==> config.mk <==
export PLATFORM = sky130hd
export DESIGN_NAME = miss_rate_curve_from_histogram_unit
export DESIGN_NICKNAME = d
export VERILOG_FILES = /design/src/sv/mrch_pkg.sv /design/src/sv/miss_rate_curve_from_histogram_unit.sv
export SDC_FILE = /design/constraint.sdc
export NUM_CORES = 1
export LEC_CHECK = 0
export BUFFER_PORTS_ARGS = -buffer_cell sky130_fd_sc_hd__buf_2
export CAP_MARGIN = 40
export CELL_PAD_IN_SITES_DETAIL_PLACEMENT = 1
export CELL_PAD_IN_SITES_GLOBAL_PLACEMENT = 2
export CORE_UTILIZATION = 36
export DETAILED_ROUTE_END_ITERATION = 12
export PLACE_DENSITY = 0.81
export RECOVER_POWER = 100
export SETUP_SLACK_MARGIN = 0.05
export SLEW_MARGIN = 0
export SYNTH_ARGS = -nofsm -noshare
export SYNTH_HDL_FRONTEND = slang
export SYNTH_SLANG_ARGS = --single-unit
==> constraint.sdc <==
create_clock -name clk -period 4.4 [get_ports clk]
set_clock_uncertainty 0.2 [all_clocks]
set_input_delay 0.88 -clock clk [delete_from_list [all_inputs] [get_ports clk]]
set_output_delay 0.88 -clock clk [all_outputs]
set_load 0.02 [all_outputs]
==> src/sv/mrch_pkg.sv <==
// Shared constants for the miss-rate curve unit.
package mrch_pkg;

  localparam int MAX_BINS_DEF      = 4096;
  localparam int FRACTION_BITS_DEF = 16;

  localparam int COUNT_W = 40;
  localparam int MISS_W  = 17;
  localparam int INDEX_W = 13;
  localparam int STAT_W  = 2;

  localparam logic [STAT_W-1:0] ST_OK         = 2'd0;
  localparam logic [STAT_W-1:0] ST_UNDERFLOW  = 2'd1;
  localparam logic [STAT_W-1:0] ST_ZERO_TOTAL = 2'd2;

  localparam logic REG_TOTAL_COUNT = 1'b0;

endpackage

==> src/sv/miss_rate_curve_from_histogram_unit.sv <==
// Miss-rate curve generator: histogram bins in, Q1.FRACTION_BITS miss-rate points out.
//
//   channel | direction | beat contents
//   in_     | slave     | tdata[39:0] count; tuser[0] kind (0 bin, 1 end)
//   out_    | master    | tdata[16:0] miss_frac, [29:17] point_index, [31:30] zero;
//           |           | tuser[1:0] status; tlast is_last
//   cfg_    | APB       | 0x0 total_count (40 bits, 64-bit data)
//
// A bin beat is accepted in S_IDLE, which settles the remaining count, then runs
// FRACTION_BITS iterations of the restoring divider in S_DIV, and S_DONE hands the
// point to the output register. An end beat runs the divider twice.
// rst_n is synchronous and clears the control state and total_count.
// The output register decouples the sides: the divider keeps working while a point
// waits, and stalls only when a new point is ready and the old one is still held.
module miss_rate_curve_from_histogram_unit #(
  parameter int MAX_BINS      = mrch_pkg::MAX_BINS_DEF,
  parameter int FRACTION_BITS = mrch_pkg::FRACTION_BITS_DEF
) (
  input  logic        clk,
  input  logic        rst_n,
  input  logic        in_tvalid,
  output logic        in_tready,
  input  logic [39:0] in_tdata,     // [39:0] count
  input  logic [0:0]  in_tuser,     // [0] kind
  output logic        out_tvalid,
  input  logic        out_tready,
  output logic [31:0] out_tdata,    // [16:0] miss_frac, [29:17] point_index, [31:30] zero
  output logic [1:0]  out_tuser,    // [1:0] status
  output logic        out_tlast,    // is_last
  input  logic        cfg_psel,
  input  logic        cfg_penable,
  input  logic        cfg_pwrite,
  input  logic [3:0]  cfg_paddr,
  input  logic [63:0] cfg_pwdata,
  output logic [63:0] cfg_prdata,
  output logic        cfg_pready
);

  localparam int CW  = mrch_pkg::COUNT_W;
  localparam int MW  = mrch_pkg::MISS_W;
  localparam int XW  = mrch_pkg::INDEX_W;
  localparam int PCW = $clog2(MAX_BINS + 1);
  localparam int IW  = PCW + 1;
  localparam int QW  = FRACTION_BITS + 1;
  localparam int BW  = $clog2(FRACTION_BITS);

  localparam logic [1:0] S_IDLE = 2'd0;
  localparam logic [1:0] S_DIV  = 2'd1;
  localparam logic [1:0] S_DONE = 2'd2;

  // control state
  logic [1:0]    state_r, state_nxt;
  logic          active_r, active_nxt;
  logic [PCW-1:0] pcnt_r, pcnt_nxt;
  logic [CW-1:0] rem_r, rem_nxt;
  logic [CW-1:0] total_r, total_nxt;
  logic          out_valid_r, out_valid_nxt;
  logic [BW-1:0] bcnt_r, bcnt_nxt;

  // divider and point bookkeeping
  logic [CW:0]   drem_r, drem_nxt;
  logic [QW-1:0] quo_r, quo_nxt;
  logic          cap_r, cap_nxt;
  logic [IW-1:0] idx_r, idx_nxt;
  logic          last_r, last_nxt;
  logic          pund_r, pund_nxt;
  logic          second_r, second_nxt;
  logic [CW-1:0] after_r, after_nxt;
  logic          under2_r, under2_nxt;

  // output register
  logic [mrch_pkg::MISS_W-1:0]  out_miss_r, out_miss_nxt;
  logic [mrch_pkg::INDEX_W-1:0] out_idx_r, out_idx_nxt;
  logic                         out_last_r, out_last_nxt;
  logic [mrch_pkg::STAT_W-1:0]  out_stat_r, out_stat_nxt;

  logic          in_acc, in_kind, under, zero_tot, ge, cfg_wr, out_free;
  logic [CW-1:0] in_cnt, eff_rem, after;
  logic [PCW-1:0] eff_pcnt, pcnt_inc;
  logic [CW:0]   shl;
  logic [QW-1:0] fin;

  assign in_tready  = (state_r == S_IDLE);
  assign in_acc     = in_tvalid & in_tready;
  assign in_cnt     = in_tdata[CW-1:0];
  assign in_kind    = in_tuser[0];

  // First beat of a curve starts from total_count and point zero.
  assign eff_rem  = active_r ? rem_r : total_r;
  assign eff_pcnt = active_r ? pcnt_r : '0;
  assign under    = (in_cnt > eff_rem);
  assign after    = under ? '0 : (eff_rem - in_cnt);
  assign pcnt_inc = (eff_pcnt < PCW'(MAX_BINS)) ? (eff_pcnt + PCW'(1)) : eff_pcnt;
  assign zero_tot = (total_r == '0);

  // One restoring step: shift in a zero, subtract the divisor when it fits.
  assign shl = {drem_r[CW-1:0], 1'b0};
  assign ge  = (shl >= {1'b0, total_r});
  // Remaining at or above total caps at 1.0; zero total shows 0.
  assign fin = zero_tot ? '0 : (cap_r ? {1'b1, {FRACTION_BITS{1'b0}}} : quo_r);

  assign out_free = !out_valid_r || out_tready;
  assign cfg_wr   = cfg_psel && cfg_penable && cfg_pwrite && cfg_pready;

  always_comb begin
    state_nxt     = state_r;
    active_nxt    = active_r;
    pcnt_nxt      = pcnt_r;
    rem_nxt       = rem_r;
    total_nxt     = total_r;
    out_valid_nxt = out_valid_r;
    bcnt_nxt      = bcnt_r;
    drem_nxt      = drem_r;
    quo_nxt       = quo_r;
    cap_nxt       = cap_r;
    idx_nxt       = idx_r;
    last_nxt      = last_r;
    pund_nxt      = pund_r;
    second_nxt    = second_r;
    after_nxt     = after_r;
    under2_nxt    = under2_r;
    out_miss_nxt  = out_miss_r;
    out_idx_nxt   = out_idx_r;
    out_last_nxt  = out_last_r;
    out_stat_nxt  = out_stat_r;

    if (cfg_wr && (cfg_paddr[3] == mrch_pkg::REG_TOTAL_COUNT)) begin
      total_nxt = cfg_pwdata[CW-1:0];
    end

    // Drop the held point once taken.
    if (out_valid_r && out_tready) begin
      out_valid_nxt = 1'b0;
    end

    case (state_r)
      S_IDLE: begin
        if (in_acc) begin
          drem_nxt   = {1'b0, eff_rem};
          quo_nxt    = '0;
          cap_nxt    = (eff_rem >= total_r);
          bcnt_nxt   = '0;
          idx_nxt    = IW'(eff_pcnt);
          last_nxt   = 1'b0;
          pund_nxt   = in_kind ? 1'b0 : under;
          second_nxt = in_kind;
          after_nxt  = after;
          under2_nxt = under;
          // An end beat rearms the curve; a bin advances it.
          rem_nxt    = in_kind ? '0 : after;
          active_nxt = !in_kind;
          pcnt_nxt   = in_kind ? '0 : pcnt_inc;
          state_nxt  = S_DIV;
        end
      end
      S_DIV: begin
        drem_nxt = ge ? (shl - {1'b0, total_r}) : shl;
        quo_nxt  = {quo_r[QW-2:0], ge};
        bcnt_nxt = bcnt_r + BW'(1);
        if (bcnt_r == BW'(FRACTION_BITS - 1)) begin
          state_nxt = S_DONE;
        end
      end
      S_DONE: begin
        if (out_free) begin
          out_valid_nxt = 1'b1;
          out_miss_nxt  = MW'(fin);
          out_idx_nxt   = XW'(idx_r);
          out_last_nxt  = last_r;
          out_stat_nxt  = zero_tot ? mrch_pkg::ST_ZERO_TOTAL :
                          (pund_r ? mrch_pkg::ST_UNDERFLOW : mrch_pkg::ST_OK);
          if (second_r) begin
            // Second point of an end beat: rate after the false infinities.
            drem_nxt   = {1'b0, after_r};
            quo_nxt    = '0;
            cap_nxt    = (after_r >= total_r);
            bcnt_nxt   = '0;
            idx_nxt    = idx_r + IW'(1);
            last_nxt   = 1'b1;
            pund_nxt   = under2_r;
            second_nxt = 1'b0;
            state_nxt  = S_DIV;
          end else begin
            state_nxt = S_IDLE;
          end
        end
      end
      default: begin
        state_nxt = S_IDLE;
      end
    endcase
  end

  always_ff @(posedge clk) begin
    if (!rst_n) begin
      state_r     <= S_IDLE;
      active_r    <= 1'b0;
      pcnt_r      <= '0;
      rem_r       <= '0;
      total_r     <= '0;
      out_valid_r <= 1'b0;
      bcnt_r      <= '0;
    end else begin
      state_r     <= state_nxt;
      active_r    <= active_nxt;
      pcnt_r      <= pcnt_nxt;
      rem_r       <= rem_nxt;
      total_r     <= total_nxt;
      out_valid_r <= out_valid_nxt;
      bcnt_r      <= bcnt_nxt;
    end
  end

  always_ff @(posedge clk) begin
    drem_r     <= drem_nxt;
    quo_r      <= quo_nxt;
    cap_r      <= cap_nxt;
    idx_r      <= idx_nxt;
    last_r     <= last_nxt;
    pund_r     <= pund_nxt;
    second_r   <= second_nxt;
    after_r    <= after_nxt;
    under2_r   <= under2_nxt;
    out_miss_r <= out_miss_nxt;
    out_idx_r  <= out_idx_nxt;
    out_last_r <= out_last_nxt;
    out_stat_r <= out_stat_nxt;
  end

  assign out_tvalid = out_valid_r;
  assign out_tdata  = {2'b00, out_idx_r, out_miss_r};
  assign out_tuser  = out_stat_r;
  assign out_tlast  = out_last_r;

  assign cfg_pready = 1'b1;
  assign cfg_prdata = (cfg_paddr[3] == mrch_pkg::REG_TOTAL_COUNT) ? 64'(total_r) : '0;

  a_acc_starts_div: assert property (@(posedge clk) disable iff (!rst_n)
    in_acc |=> state_r == S_DIV)
    else $error("accepted beat did not start the divider");

  a_bcnt_range: assert property (@(posedge clk) disable iff (!rst_n)
    state_r == S_DIV |-> bcnt_r <= BW'(FRACTION_BITS - 1))
    else $error("divider step count out of range");

  a_zero_total_rate: assert property (@(posedge clk) disable iff (!rst_n)
    out_valid_r && out_stat_r == mrch_pkg::ST_ZERO_TOTAL |-> out_miss_r == '0)
    else $error("zero-total point carries a nonzero rate");

  a_first_end_point: assert property (@(posedge clk) disable iff (!rst_n)
    state_r == S_DONE && second_r && out_free |=> out_valid_r && !out_last_r)
    else $error("first point of an end beat lost or marked last");

endmodule

* Yosys cells after proc, flatten, opt, wreduce, memory -nomap -nowiden
Cells that the tools add are included.
** Storage, ports and cells
- Register bits :: 250
- Memories :: 0
- Bits in read-only memories :: 0
- Bits in latches :: 0
- RAM bits :: 0
- Word-level logic and storage cells :: 108
- Output and inout port bits :: 102
- Bits of input ports :: 116
** Cells by class
- Magnitude comparators :: 5
- Reduce and logical (&&, ||, !) cells :: 18
- Equal/unequal tests :: 7
- Bitwise logic cells :: 2
- Multiply operators :: 0
- Div/mod/pow operators :: 0
- Shifts and indexed selects :: 0
- Muxes and demuxes :: 50
- Add/subtract/negate cells :: 5
** Operators by type and width (count)
- $mux 40 :: 8
- $pmux 40 s3 :: 1
- $ge 40x40->1 :: 2
- $sub 40x40->40 :: 2
- $mux 17 :: 4
- $pmux 17 s3 :: 1
- $mux 14 :: 3
- $ge 41x40->1 :: 1
- $gt 40x40->1 :: 1
- $logic_not 40->1 :: 1
- $mux 13 :: 3
- $pmux 14 s2 :: 1
- $mux 1 :: 17
- $add 14x1->14 const B :: 1
- $add 13x1->13 const B :: 1
- $lt 13x13->1 const B :: 1
- $mux 4 :: 3
- $pmux 4 s3 :: 1
- $pmux 1 s2 :: 4
- $reduce_and 4->1 :: 2
- $mux 2 :: 3
- $ne 2x2->1 const B :: 3
- $pmux 2 s3 :: 1
- $reduce_and 3->1 :: 2
- 15 further kinds :: 20

* Logic depth before layout (Yosys ltp)
- Depth after elaboration :: 5
- Gate-level depth with buffers :: 17
- Mapped depth without buffers :: 14

* Least setup slack after synthesis
Ideal clock, no wire load.
- Path kind :: flip-flop to flip-flop
- From :: reg active_r
- To :: reg after_r[30] (data pin)
- Buffers on the path :: 4
- Stages on the path, launching flop included :: 18
- Clock period less this slack :: 4064 ps
- Library setup time :: 257 ps
- Slack :: 336 ps
- Arrival time :: 3608 ps
- Path through :: dfxtp_1 clkbuf_1 clkbuf_1 mux2i_1 ha_1 inv_1 fa_1 a211oi_1 o211ai_1 a21oi_1 a31oi_1 o21ai_1 nand3_1 and2_4 inv_6 buf_4 buf_4 nor2_1
** Between the ends
- Cells in the longest elaborated chain, start to end :: 3
** RTL lines
- start: declaration :: line miss_rate_curve_from_histogram_unit.sv:53 : logic active_r, active_nxt;
- start signal: assignment :: line miss_rate_curve_from_histogram_unit.sv:205 : active_r <= active_nxt;
- $mux 40 :: line miss_rate_curve_from_histogram_unit.sv:89 : assign eff_rem = active_r ? rem_r : total_r;
- $gt 40x40->1 :: line miss_rate_curve_from_histogram_unit.sv:91 : assign under = (in_cnt > eff_rem);
- named net under :: line miss_rate_curve_from_histogram_unit.sv:77 : logic in_acc, in_kind, under, zero_tot, ge, cfg_wr, out_free;
- $mux 40 :: line miss_rate_curve_from_histogram_unit.sv:92 : assign after = under ? '0 : (eff_rem - in_cnt);
- named net after[30] :: line miss_rate_curve_from_histogram_unit.sv:78 : logic [CW-1:0] in_cnt, eff_rem, after;
- end signal: assignment :: line miss_rate_curve_from_histogram_unit.sv:222 : after_r <= after_nxt;
- end: declaration :: line miss_rate_curve_from_histogram_unit.sv:68 : logic [CW-1:0] after_r, after_nxt;
The timed path passes the listed nets, and every way through them passes these cells.
A chain may end at the register's enable or synchronous reset.

* Final worst setup path
- From :: reg active_r
- To :: reg after_r[33] (data pin)
** Between the ends
- Cells in the longest elaborated chain, start to end :: 3
** RTL lines (line)
- $mux 40 * :: miss_rate_curve_from_histogram_unit.sv:89
- $sub 40x40->40 / $gt 40x40->1 (equally long branches) :: miss_rate_curve_from_histogram_unit.sv:92, miss_rate_curve_from_histogram_unit.sv:91
- $mux 40 * :: miss_rate_curve_from_histogram_unit.sv:92
- named net after[33] :: miss_rate_curve_from_histogram_unit.sv:78
Mark *: on every way through the listed nets, which the timed path passes. The rest lies on a longest branch.

==> insert_results.sql <==
INSERT INTO impl_metrics (metric_group, metric, value, unit) VALUES
('logic_synthesis', 'synth_top_cells_by_count', 'sky130_fd_sc_hd__nand2_1 (287), sky130_fd_sc_hd__ha_1 (167), sky130_fd_sc_hd__nor2_1 (157), sky130_fd_sc_hd__edfxtp_1 (148), sky130_fd_sc_hd__o21ai_0 (131)', ''),
('drt', 'wl_met1', '27.9', 'mm'),
('timing', 'period_needed', '4.15', 'ns'),
('timing', 'whs', '0.225', 'ns'),
('timing', 'transition_at_the_pin_with_the_smallest_max_transition_slack', '2.03', 'ns'),
('drt', 'top_signal_layer_used', 'met5', ''),
('drt', 'detail_route.first_pass.iterations', '5', ''),
('floorplan', 'die_y', '223', 'µm'),
('drt', 'detailedRoute.firstIterationViolations', '736', ''),
('cells_and_area', 'stdcell_area', '19700', 'µm²'),
('logic_synthesis', 'syn_inst', '2022', ''),
('critical_path', 'crit_path_launch', 'active_r$_SDFFE_PN0P_', ''),
('clocking', 'cts.htree.levels', '1', ''),
('placed_design', 'numPlacedInstances', '2759', ''),
('status', 'run_status', 'complete, but fails checks', ''),
('floorplan', 'fp.dieArea', '49700', 'µm²'),
('clocking', 'tritoncts.num_buffers', '27', ''),
('logic_synthesis', 'synth-edff-count', '148', ''),
('timing', 'max_freq', '241', 'MHz'),
('run', 'maxCapViolations', '2', ''),
('cells_and_area', 'drive_gt1_share', '8.39', '%'),
('logic_synthesis', 'synth-main-ff-cell', 'sky130_fd_sc_hd__edfxtp_1', ''),
('drt', 'via_count', '15200', ''),
('drt', 'post-route-drc-count', '0', ''),
('logic_synthesis', 'synth_xor_xnor_area_share', '3.74', '%'),
('critical_path', 'ff2ff_path_depth', '13', ''),
('timing', 'layout_setup_ws', '0.247', 'ns'),
('logic_synthesis', 'netlist_area', '17600', 'µm²'),
('timing', 'setup_viol', '0', ''),
('logic_synthesis', 'synth_top_area_share', '25.3', '%'),
('clocking', 'hold_bufs_at_cts', '0', ''),
('cells_and_area', 'post_layout_nonfiller_instances', '2809', ''),
('clocking', 'cts.sink_count', '249', ''),
('logic_synthesis', 'top_cell_type_by_total_area_after_synthesis', 'sky130_fd_sc_hd__edfxtp_1', ''),
('placed_design', 'placement.io_buffers', '163', ''),
('worst_hold_path', 'hp-class', 'reg -> reg', ''),
('status', 'violations_in_the_final_reports', 'max-capacitance violations, max-slew violations', ''),
('floorplan', 'initial_utilization', '36.6', '%'),
('logic_synthesis', 'synth_top_family_by_area', 'compound AO/OA/AOI/OAI gates', ''),
('global_route', 'pin_count_of_the_biggest_net_entering_global_routing', '55', ''),
('timing', 'grt_setup_unrepaired', 'no', ''),
('timing', 'slew_violations', '73', ''),
('timing', 'hold_viol_final', '0', ''),
('logic_synthesis', 'synthAdderAreaFrac', '12.1', '%'),
('drt', 'wirelength', '56.7', 'mm'),
('cells_and_area', 'post-route-util', '41.2', '%'),
('logic_synthesis', 'syn_area_per_cell', '8.69', 'µm²'),
('clocking', 'cts.repair.resized', '0', ''),
('floorplan', 'core.rowCount', '80', ''),
('critical_path', 'timing.critical_path.fanout_max', '54', ''),
('clocking', 'ctsLongestPathBuffers', '3', ''),
('logic_synthesis', 'synth.yosys.warnings', '0', ''),
('worst_hold_path', 'holdPathEnd', 'out_tlast$_DFFE_PP_', ''),
('timing', 'setup-tns-final', '0', 'ns'),
('clocking', 'clkSlewWorstSetupHoldPaths', '0.07', 'ns'),
('placed_design', 'gp_congestion', '0.911', ''),
('logic_synthesis', 'distinct_cell_type_count_after_synthesis', '81', ''),
('placed_design', 'place_area', '19100', 'µm²'),
('logic_synthesis', 'yosys.cell_count.top_type', 'sky130_fd_sc_hd__nand2_1', ''),
('critical_path', 'worst-endpoint-arrival', '4.23', 'ns'),
('logic_synthesis', 'synth_sequential_area_ratio', '36.8', '%'),
('logic_synthesis', 'synth_mux_area_share', '2.30', '%'),
('logic_synthesis', 'synth_async_sr_flop_share', '0', '%'),
('cells_and_area', 'finish.net_count', '2458', ''),
('drt', 'detailroute.wirelength.met3', '2.06', 'mm'),
('clocking', 'cts_tree', 'done', ''),
('global_route', 'first_global_vias', '15500', ''),
('logic_synthesis', 'postSynthRegisterBits', '249', ''),
('critical_path', 'cp_cell_sequence', 'buf_12 > clkbuf_2 > o21ai_0 > ha_1 > or2_2 > nand2_1 > a21oi_1 > o41ai_1 > o31ai_1 > o21ai_1 > a21oi_1 > nor3_1 > nor3_1', ''),
('logic_synthesis', 'post_synth_and_or_nand_nor_area_fraction', '19.0', '%'),
('critical_path', 'r2r_setup_slack', '0.25', 'ns');
-- worst max-delay path by stage --
stage,end,slack (ns),cells past startpoint
5_1_grt,rem_r[3]$_SDFFE_PN0P_,0.06,14
4_1_cts,rem_r[17]$_SDFFE_PN0P_,0.29,13
3_5_place_dp,rem_r[17]$_SDFFE_PN0P_,0.17,14
2_1_floorplan,after_r[30]$_DFFE_PP_,0.34,17
3_3_place_gp,rem_r[5]$_SDFFE_PN0P_,0.20,14
6_report,after_r[33]$_DFFE_PP_,0.25,13
-- cell type report --
class / instances / area [µm²]
antenna: 1 / 2.50
clock buffer: 39 / 731
clock inverter: 10 / 110
fill: 5717 / 28200
inverter: 110 / 418
multi-input combinational: 1575 / 10200
sequential: 249 / 6470
tap: 615 / 769
timing repair buffer: 210 / 1060
-- placed cells by master (no fill, tap or decap), types with 31 or more instances in the layout --
cell type / synthesis / final
sky130_fd_sc_hd__a21boi_0: 49 / 49
sky130_fd_sc_hd__mux2i_1: 37 / 37
sky130_fd_sc_hd__xor2_1: 36 / 36
sky130_fd_sc_hd__dfxtp_1: 101 / 100
sky130_fd_sc_hd__xnor2_1: 39 / 39
sky130_fd_sc_hd__inv_1: 108 / 108
sky130_fd_sc_hd__buf_2: 2 / 88
sky130_fd_sc_hd__nand3_1: 33 / 34
sky130_fd_sc_hd__ha_1: 167 / 167
sky130_fd_sc_hd__and2_0: 0 / 32
sky130_fd_sc_hd__clkbuf_1: 73 / 95
sky130_fd_sc_hd__nor2_1: 157 / 157
sky130_fd_sc_hd__o21ai_0: 131 / 131
sky130_fd_sc_hd__a21oi_1: 129 / 129
sky130_fd_sc_hd__a21o_1: 63 / 62
sky130_fd_sc_hd__nand4_1: 32 / 32
sky130_fd_sc_hd__buf_4: 29 / 32
sky130_fd_sc_hd__nand2_1: 287 / 287
sky130_fd_sc_hd__nor2b_1: 32 / 31
sky130_fd_sc_hd__edfxtp_1: 148 / 148
-- per-layer routing --
| metal | up-vias | track usage [%] |
|---|---|---|
| met1 | 7280 | 32.2 |
| met5 | - | 0 |
| met2 | 311 | 36.3 |
| met4 | 2 | 6.52 |
| met3 | 66 | 1.84 |
| li1 | 7524 | - |
-- sequential cells by signal (all words and copies together) (netlist names), 2 cells and up --
| signal | cells |
|---|---|
| out_idx_r | 13 |
| out_tuser | 2 |
| quo_r | 17 |
| after_r | 40 |
| state_r | 2 |
| out_miss_r | 17 |
| pcnt_r | 13 |
| idx_r | 13 |
| bcnt_r | 4 |
| drem_r | 40 |
| total_r | 40 |
| rem_r | 40 |
-- cell families (layout without fill, tap and decap cells) --
group | Yosys count | count (layout)
AO/OA/AOI/OAI | 552 | 552
XOR/XNOR | 75 | 75
adder cells (fa/ha/maj) | 169 | 169
buffers and inverters | 223 | 369
flip-flops | 249 | 249
multiplexers | 40 | 40
other | 2 | 28
AND/OR/NAND/NOR | 712 | 712
-- where the power goes --
part	total, mW	switching, mW	internal (mW)
logic	2.23	1.38	0.850
clock network	2.19	0.919	1.27
registers	2.81	0.118	2.69
total	7.23	2.41	4.82
Power figures use the tool's default switching activity.
